===== src/rtl/core/qcw_pkg.sv =====
// shared types and constants for the quadratic color wheel
`default_nettype none

package qcw_pkg;

    localparam int POS_W     = 8;
    localparam int OFS_W     = 7;
    localparam int RAD_W     = 16;
    localparam int ROOT_W    = 8;
    localparam int REM_W     = 9;
    localparam int CELL_CNT  = RAD_W / 2;

    localparam logic [POS_W-1:0] SEG1_BASE = 8'd85;
    localparam logic [POS_W-1:0] SEG2_BASE = 8'd170;
    localparam logic [10:0]      RISE_SCALE = 11'd1530;
    localparam logic [16:0]      FALL_TOP   = 17'd65025;

    localparam logic CURVE_INDEX = 1'b0;
    localparam logic CURVE_RESET = 1'b1;

    typedef enum logic [1:0] {
        SEG_RED_GREEN,
        SEG_RED_BLUE,
        SEG_GREEN_BLUE
    } segment_t;

    typedef struct packed {
        logic [RAD_W-1:0]  rad;
        logic [REM_W-1:0]  rem;
        logic [ROOT_W-1:0] root;
    } lane_t;

    typedef struct packed {
        segment_t         seg;
        logic             quad;
        logic [ROOT_W-1:0] lin_rise;
        logic [ROOT_W-1:0] lin_fall;
        lane_t            rise;
        lane_t            fall;
    } word_t;

endpackage

`default_nettype wire


===== src/rtl/core/qcw_front.sv =====
// entry stage: segment, offset and radicands of one wheel position
`default_nettype none

module qcw_front
    import qcw_pkg::*;
(
    input  wire logic              aclk,
    input  wire logic              aresetn,
    input  wire logic              in_valid,
    output logic                   in_ready,
    input  wire logic [POS_W-1:0]  in_pos,
    input  wire logic              in_quad,
    output logic                   out_valid,
    input  wire logic              out_ready,
    output word_t                  out_word
);

    logic       valid_reg;
    word_t      word_reg;
    word_t      word_next;
    segment_t   seg;
    logic [POS_W-1:0]  ofs_full;
    logic [OFS_W-1:0]  ofs;
    logic [9:0]  ofs9;
    logic [10:0] rise_coef;
    logic [17:0] rise_prod;
    logic [13:0] ofs_sq;
    logic [16:0] ofs_sq9;
    logic [16:0] fall_val;
    logic [ROOT_W-1:0] lin_rise;

    always_comb begin
        if (in_pos < SEG1_BASE) begin
            seg      = SEG_RED_GREEN;
            ofs_full = in_pos;
        end else if (in_pos < SEG2_BASE) begin
            seg      = SEG_RED_BLUE;
            ofs_full = in_pos - SEG1_BASE;
        end else begin
            seg      = SEG_GREEN_BLUE;
            ofs_full = in_pos - SEG2_BASE;
        end
        ofs       = ofs_full[OFS_W-1:0];
        ofs9      = 10'(ofs) * 10'd9;
        rise_coef = RISE_SCALE - {1'b0, ofs9};
        rise_prod = 18'(rise_coef) * 18'(ofs);
        ofs_sq    = 14'(ofs) * 14'(ofs);
        ofs_sq9   = 17'(ofs_sq) * 17'd9;
        fall_val  = FALL_TOP - ofs_sq9;
        lin_rise  = 8'(ofs) * 8'd3;

        word_next.seg       = seg;
        word_next.quad      = in_quad;
        word_next.lin_rise  = lin_rise;
        word_next.lin_fall  = 8'd255 - lin_rise;
        word_next.rise.rad  = rise_prod[RAD_W-1:0];
        word_next.rise.rem  = '0;
        word_next.rise.root = '0;
        word_next.fall.rad  = fall_val[RAD_W-1:0];
        word_next.fall.rem  = '0;
        word_next.fall.root = '0;
    end

    assign in_ready  = !valid_reg || out_ready;
    assign out_valid = valid_reg;
    assign out_word  = word_reg;

    always_ff @(posedge aclk) begin
        if (!aresetn) begin
            valid_reg <= 1'b0;
        end else if (in_ready) begin
            valid_reg <= in_valid;
        end
    end

    always_ff @(posedge aclk) begin
        if (in_ready && in_valid) begin
            word_reg <= word_next;
        end
    end

endmodule

`default_nettype wire


===== src/rtl/core/qcw_root_cell.sv =====
// one root digit cell: takes two radicand bits per lane into the root
`default_nettype none

module qcw_root_cell
    import qcw_pkg::*;
(
    input  wire logic  aclk,
    input  wire logic  aresetn,
    input  wire logic  in_valid,
    output logic       in_ready,
    input  word_t      in_word,
    output logic       out_valid,
    input  wire logic  out_ready,
    output word_t      out_word
);

    logic  valid_reg;
    word_t word_reg;
    word_t word_next;

    function automatic lane_t root_step(input lane_t cur);
        logic [REM_W+1:0] rem_sh;
        logic [REM_W+1:0] trial;
        logic [REM_W+1:0] diff;
        lane_t            nxt;
        rem_sh   = {cur.rem, cur.rad[RAD_W-1 -: 2]};
        trial    = {1'b0, cur.root[REM_W-2:0], 2'b01};
        diff     = rem_sh - trial;
        nxt.rad  = {cur.rad[RAD_W-3:0], 2'b00};
        if (rem_sh >= trial) begin
            nxt.rem  = diff[REM_W-1:0];
            nxt.root = {cur.root[ROOT_W-2:0], 1'b1};
        end else begin
            nxt.rem  = rem_sh[REM_W-1:0];
            nxt.root = {cur.root[ROOT_W-2:0], 1'b0};
        end
        return nxt;
    endfunction

    always_comb begin
        word_next      = in_word;
        word_next.rise = root_step(in_word.rise);
        word_next.fall = root_step(in_word.fall);
    end

    assign in_ready  = !valid_reg || out_ready;
    assign out_valid = valid_reg;
    assign out_word  = word_reg;

    always_ff @(posedge aclk) begin
        if (!aresetn) begin
            valid_reg <= 1'b0;
        end else if (in_ready) begin
            valid_reg <= in_valid;
        end
    end

    always_ff @(posedge aclk) begin
        if (in_ready && in_valid) begin
            word_reg <= word_next;
        end
    end

endmodule

`default_nettype wire


===== src/rtl/core/quadratic_color_wheel.sv =====
// top level: curve register, entry stage, root cell chain and color mapping
//
//  channel   ports                         moves
//  input     s_valid s_ready s_wheel_pos.. one wheel position per word
//  output    m_valid m_ready m_red/g/b     one color per word
//  config    apb psel..prdata              curve_quadratic at address 0
//
// one word per cycle sustained while m_ready is high; each word passes the entry
// stage and eight root cells, one root bit each for both lanes
// reset clears every stage valid bit and sets the curve to quadratic
// a stalled output holds its word; upstream stages keep filling bubbles
`default_nettype none

module quadratic_color_wheel
    import qcw_pkg::*;
(
    input  wire logic              aclk,
    input  wire logic              aresetn,
    input  wire logic              s_valid,
    output logic                   s_ready,
    input  wire logic [POS_W-1:0]  s_wheel_position,
    output logic                   m_valid,
    input  wire logic              m_ready,
    output logic [ROOT_W-1:0]      m_red,
    output logic [ROOT_W-1:0]      m_green,
    output logic [ROOT_W-1:0]      m_blue,
    input  wire logic              psel,
    input  wire logic              penable,
    input  wire logic              pwrite,
    input  wire logic [2:0]        paddr,
    input  wire logic [31:0]       pwdata,
    output logic [31:0]            prdata,
    output logic                   pready
);

    logic  curve_reg;
    logic  cfg_write;
    logic  up_sel_quad;
    logic [ROOT_W-1:0] up;
    logic [ROOT_W-1:0] down;

    logic  stage_valid [CELL_CNT+1];
    logic  stage_ready [CELL_CNT+1];
    word_t stage_word  [CELL_CNT+1];
    word_t last_word;

    assign pready    = 1'b1;
    assign cfg_write = psel && penable && pwrite && pready && (paddr[2] == CURVE_INDEX);
    assign prdata    = (paddr[2] == CURVE_INDEX) ? {31'b0, curve_reg} : 32'b0;

    always_ff @(posedge aclk) begin
        if (!aresetn) begin
            curve_reg <= CURVE_RESET;
        end else if (cfg_write) begin
            curve_reg <= pwdata[0];
        end
    end

    qcw_front u_front (
        .aclk      (aclk),
        .aresetn   (aresetn),
        .in_valid  (s_valid),
        .in_ready  (s_ready),
        .in_pos    (s_wheel_position),
        .in_quad   (curve_reg),
        .out_valid (stage_valid[0]),
        .out_ready (stage_ready[0]),
        .out_word  (stage_word[0])
    );

    for (genvar i = 0; i < CELL_CNT; i++) begin : g_cell
        qcw_root_cell u_cell (
            .aclk      (aclk),
            .aresetn   (aresetn),
            .in_valid  (stage_valid[i]),
            .in_ready  (stage_ready[i]),
            .in_word   (stage_word[i]),
            .out_valid (stage_valid[i+1]),
            .out_ready (stage_ready[i+1]),
            .out_word  (stage_word[i+1])
        );
    end

    assign last_word             = stage_word[CELL_CNT];
    assign m_valid               = stage_valid[CELL_CNT];
    assign stage_ready[CELL_CNT] = m_ready;

    assign up_sel_quad = last_word.quad;
    assign up   = up_sel_quad ? last_word.rise.root : last_word.lin_rise;
    assign down = up_sel_quad ? last_word.fall.root : last_word.lin_fall;

    always_comb begin
        m_red   = '0;
        m_green = '0;
        m_blue  = '0;
        unique case (last_word.seg)
            SEG_RED_GREEN: begin
                m_red   = up;
                m_green = down;
            end
            SEG_RED_BLUE: begin
                m_red   = down;
                m_blue  = up;
            end
            SEG_GREEN_BLUE: begin
                m_green = up;
                m_blue  = down;
            end
            default: begin
                m_red   = '0;
            end
        endcase
    end

    // one component is always zero
    a_one_dark: assert property (@(posedge aclk) disable iff (!aresetn)
        m_valid |-> (m_red == '0 || m_green == '0 || m_blue == '0))
        else $error("all three color components nonzero");

    // input only backs up when the chain is full to the output
    a_backpressure: assert property (@(posedge aclk) disable iff (!aresetn)
        !s_ready |-> (m_valid && !m_ready))
        else $error("input stalled while output not stalled");

    // curve register takes the written bit
    a_cfg_write: assert property (@(posedge aclk) disable iff (!aresetn)
        cfg_write |=> (curve_reg == $past(pwdata[0])))
        else $error("curve register missed a write");

    // linear ramp pair always sums to full scale
    a_linear_sum: assert property (@(posedge aclk) disable iff (!aresetn)
        (m_valid && !last_word.quad) |-> ((9'(up) + 9'(down)) == 9'd255))
        else $error("linear ramp pair out of step");

endmodule

`default_nettype wire

===== config.mk =====
export PLATFORM = sky130hd
export DESIGN_NAME = quadratic_color_wheel
export DESIGN_NICKNAME = d
export VERILOG_FILES = /design/src/rtl/core/qcw_pkg.sv /design/src/rtl/core/qcw_front.sv /design/src/rtl/core/qcw_root_cell.sv /design/src/rtl/core/quadratic_color_wheel.sv
export SDC_FILE = /design/constraint.sdc
export NUM_CORES = 1
export LEC_CHECK = 0
export ABC_AREA = 1
export BUFFER_PORTS_ARGS = -buffer_cell sky130_fd_sc_hd__buf_4
export CORE_MARGIN = 2
export CORE_UTILIZATION = 50
export DETAILED_ROUTE_END_ITERATION = 10
export PLACE_DENSITY = 0.71
export SLEW_MARGIN = 10
export SYNTH_ARGS = -nofsm -noshare
export SYNTH_HDL_FRONTEND = slang
export SYNTH_SLANG_ARGS = --single-unit

===== constraint.sdc =====
create_clock -name aclk -period 15.83 [get_ports aclk]
set_clock_uncertainty 0.1 [all_clocks]
set_input_delay 1.583 -clock aclk [delete_from_list [all_inputs] [get_ports aclk]]
set_output_delay 1.583 -clock aclk [all_outputs]
set_load 0.1 [all_outputs]

==> out/summary.txt <==
# DRC = 0
startpoint types = input port
Ys Warns = 0
final setup TNS = 0 ns
RSZ-0062 raised after global routing = no
Via density = 4.88
antenna violations before repair = 0
worst hold-check path type = flip-flop to flip-flop
Initial DRC Count = 625
final period utilization = 58.0%
Mapped Area = 0.0247 mm²
HPWL Detailed = 26400 µm
slew margin rel. = 33.7%
core area = 0.0488 mm²
WS Path Type = input port to flip-flop
Area after DPL = 0.0257 mm²
antenna-violating nets left = 0
synthesized area per cell = 11.8 µm²
post-route insts no fill = 2877
finished layout cell area = 0.0271 mm²
cts bufs inserted = 45
worst-skew pair later-pin latency = 0.55 ns
most common cell in the netlist = edfxtp_1
slowest stage delay, CP = 0.63 ns
final hold viol count = 0
worst slew pin tran = 0.994 ns
total track usage = 14.6%
CTS max path bufs = 3
Yosys top cell area share = 57.0%
Seq cells post-synth = 479
crit-path most repeated cell = inv_1
DR vias = 14.0k
Lkg Pwr = 11.4 nW
die area = 0.0512 mm²
n_diodes = 0
Post-Route WL = 36100 µm
Clock Sinks = 479
Port-buffer cells = 43
Setup Fix Bufs, Post-CTS = 0
Final setup viols = 0
Die Y = 226 µm
cts hold-fix bufs = 0
vias in the first global route = 14.0k
sw power = 2.22 mW
nets = 2481
Reg clk slew, reported paths = 0.06 ns
first-pass GRT wire length = 62000 µm
CP top delay family = adder cells
largest net degree at the start of global routing = 62
Worst Path Max Fanout = 13
switching share of total power = 38.7%
Tmin final = 9.19 ns
CTS resizes = 0
Synth-to-Final Area Change = 9.89%
async set-reset flop share out of synthesis = 0%
main flop type after synthesis = edfxtp_1
Cell Pwr Density = 211 mW/mm²
CP Buf/Inv Count = 9
commonest cells in the netlist = 469 x edfxtp_1, 379 x inv_1, 220 x nand2_1, 191 x ha_1, 190 x nor2_1
f_max = 109 MHz
top cell type by total area after synthesis = edfxtp_1
Logic pwr share = 52.3%
share of layout cells above drive strength 1 = 7.32%
CP endpoint kind = flip-flop
Max-Cap Viols = 0
Largest register FFs = 422
Top Ports = 109
Netlist cell types = 55
clock share of power = 17.7%
Slowest-stage cell, CP = xor2_2
Pint = 3.52 mW
clock root buffer = clkbuf_16
max-slew violations = 0
grt total ovfl = 0
Seq/Total Area, Yosys = 57.8%
# rows = 81
die width = 226 µm
Post-synth EDFFs = 469
status = finished clean
GPL Wtd Cong = 0.855
dpl cells = 2795
CTS H-tree lvls = 2
CTS tree = built
CP Data Arrival Time = 9.38 ns
drt wl/cell = 12.5 µm
Max VDD drop = 0.000331 V
Worst EP required = 16.02 ns
sequential share of power = 30.0%
initial core utilization = 50.6%
Initial DRT Pass Iterations = 5
Tot Pwr = 5.73 mW
Area contributors post-synth = edfxtp_1 57%, ha_1 9.7%, inv_1 5.8%, fa_1 5.0%, nand2_1 3.3%
synthesized instance count = 2101
[logic make-up after synthesis]
logic type,after synthesis,share of synthesized area (%)
xor+xnor,124,4.43
flops,479,57.8
simple gates,519,8.87
mux,16,0.648
other cells,2,0.0304
fa+ha+maj,253,14.7
buf+inv,441,7.28
compound gates,267,6.22
[layer usage]
layer	GRT usage (%)	part of all wire [%]	vias to the layer above
met4	5.05	2.5	0
li1	-	-	7161
met3	2.18	3.4	64
met5	0	0	-
met2	26.7	51	217
met1	17.5	44	6586
[worst paths after layout]
kind	cells after the start	end	startpoint	slack, ns
max	38	u_front.out_word[32]	s_wheel_position[1]	6.64
min reg2reg	0	g_cell[2].u_cell.out_word[72]	g_cell[1].u_cell.out_word[72]	0.30
max reg2reg	15	g_cell[2].u_cell.out_word[34]	g_cell[7].u_cell.out_valid	12.68
min	0	g_cell[2].u_cell.out_word[72]	g_cell[1].u_cell.out_word[72]	0.30
[power by group through the flow]
| stage | Combinational, mW | Clock, mW | Sequential (mW) |
|---|---|---|---|
| floorplan | 2.46 | 0 | 1.74 |
| global placement | 2.90 | 0 | 1.74 |
| detailed placement | 2.98 | 0 | 1.75 |
| CTS | 3.02 | 1.04 | 1.72 |
| global route | 3.47 | 1.09 | 1.73 |
| finish | 3.00 | 1.02 | 1.72 |
[cell type report]
type,instances,area (µm²)
tap,664,831
timing repair buffer,50,375
clock inverter,29,220
multi-input combinational,1213,8770
sequential,479,14300
inverter,389,1460
clock buffer,53,1200
fill,3872,21700
[metrics by stage]
| step | hold slack, ns | util, % | setup slack, ns |
|---|---|---|---|
| final | 0.296 | 55.6 | 6.64 |
| after global routing | 0.306 | 55.6 | 6.05 |
| after CTS | 0.296 | 55.6 | 6.67 |
| after detailed placement | 0.305 | 52.7 | 6.11 |
| after global placement | 0.300 | 52.7 | 6.23 |
| after floorplan | 0.300 | - | 7.19 |
[worst reg2reg max path, stage by stage (launching register included)]
cell and delay (ns):
dfxtp_1 0.32, inv_1 0.04, nor2_1 0.14, inv_1 0.07
nor2_1 0.09, inv_1 0.07, nor2_1 0.08, inv_1 0.06
nor2_1 0.21, inv_1 0.09, nor2_1 0.22, inv_1 0.09
nor2_1 0.09, inv_1 0.07, nand2_1 0.07, clkinv_2 0.69
[layout by cell type (no fill, tap or decap), types with 4 or more instances in the layout]
| cell type | instances |
|---|---|
| xnor2_1 | 32 |
| nand3b_1 | 4 |
| ha_1 | 191 |
| inv_6 | 4 |
| nand4_1 | 11 |
| edfxtp_1 | 469 |
| dfxtp_1 | 10 |
| mux2i_1 | 16 |
| buf_4 | 50 |
| nand2_1 | 220 |
| nand3_1 | 34 |
| nor3_1 | 19 |
| clkbuf_16 | 47 |
| clkinv_1 | 10 |
| clkbuf_1 | 6 |
| a21o_1 | 6 |
| o21ai_0 | 56 |
| nor4_1 | 13 |
| xor2_1 | 91 |
| nor2_1 | 186 |
| inv_1 | 375 |
| conb_1 | 34 |
| clkinv_2 | 8 |
| fa_1 | 62 |
| nor2_4 | 4 |
| nand2_2 | 9 |
| inv_2 | 12 |
| o21bai_1 | 15 |
| a21oi_1 | 132 |
| clkinvlp_4 | 4 |
| o22ai_1 | 24 |
| o211ai_1 | 7 |
| or2_2 | 5 |
Power figures use the tool's default switching activity.
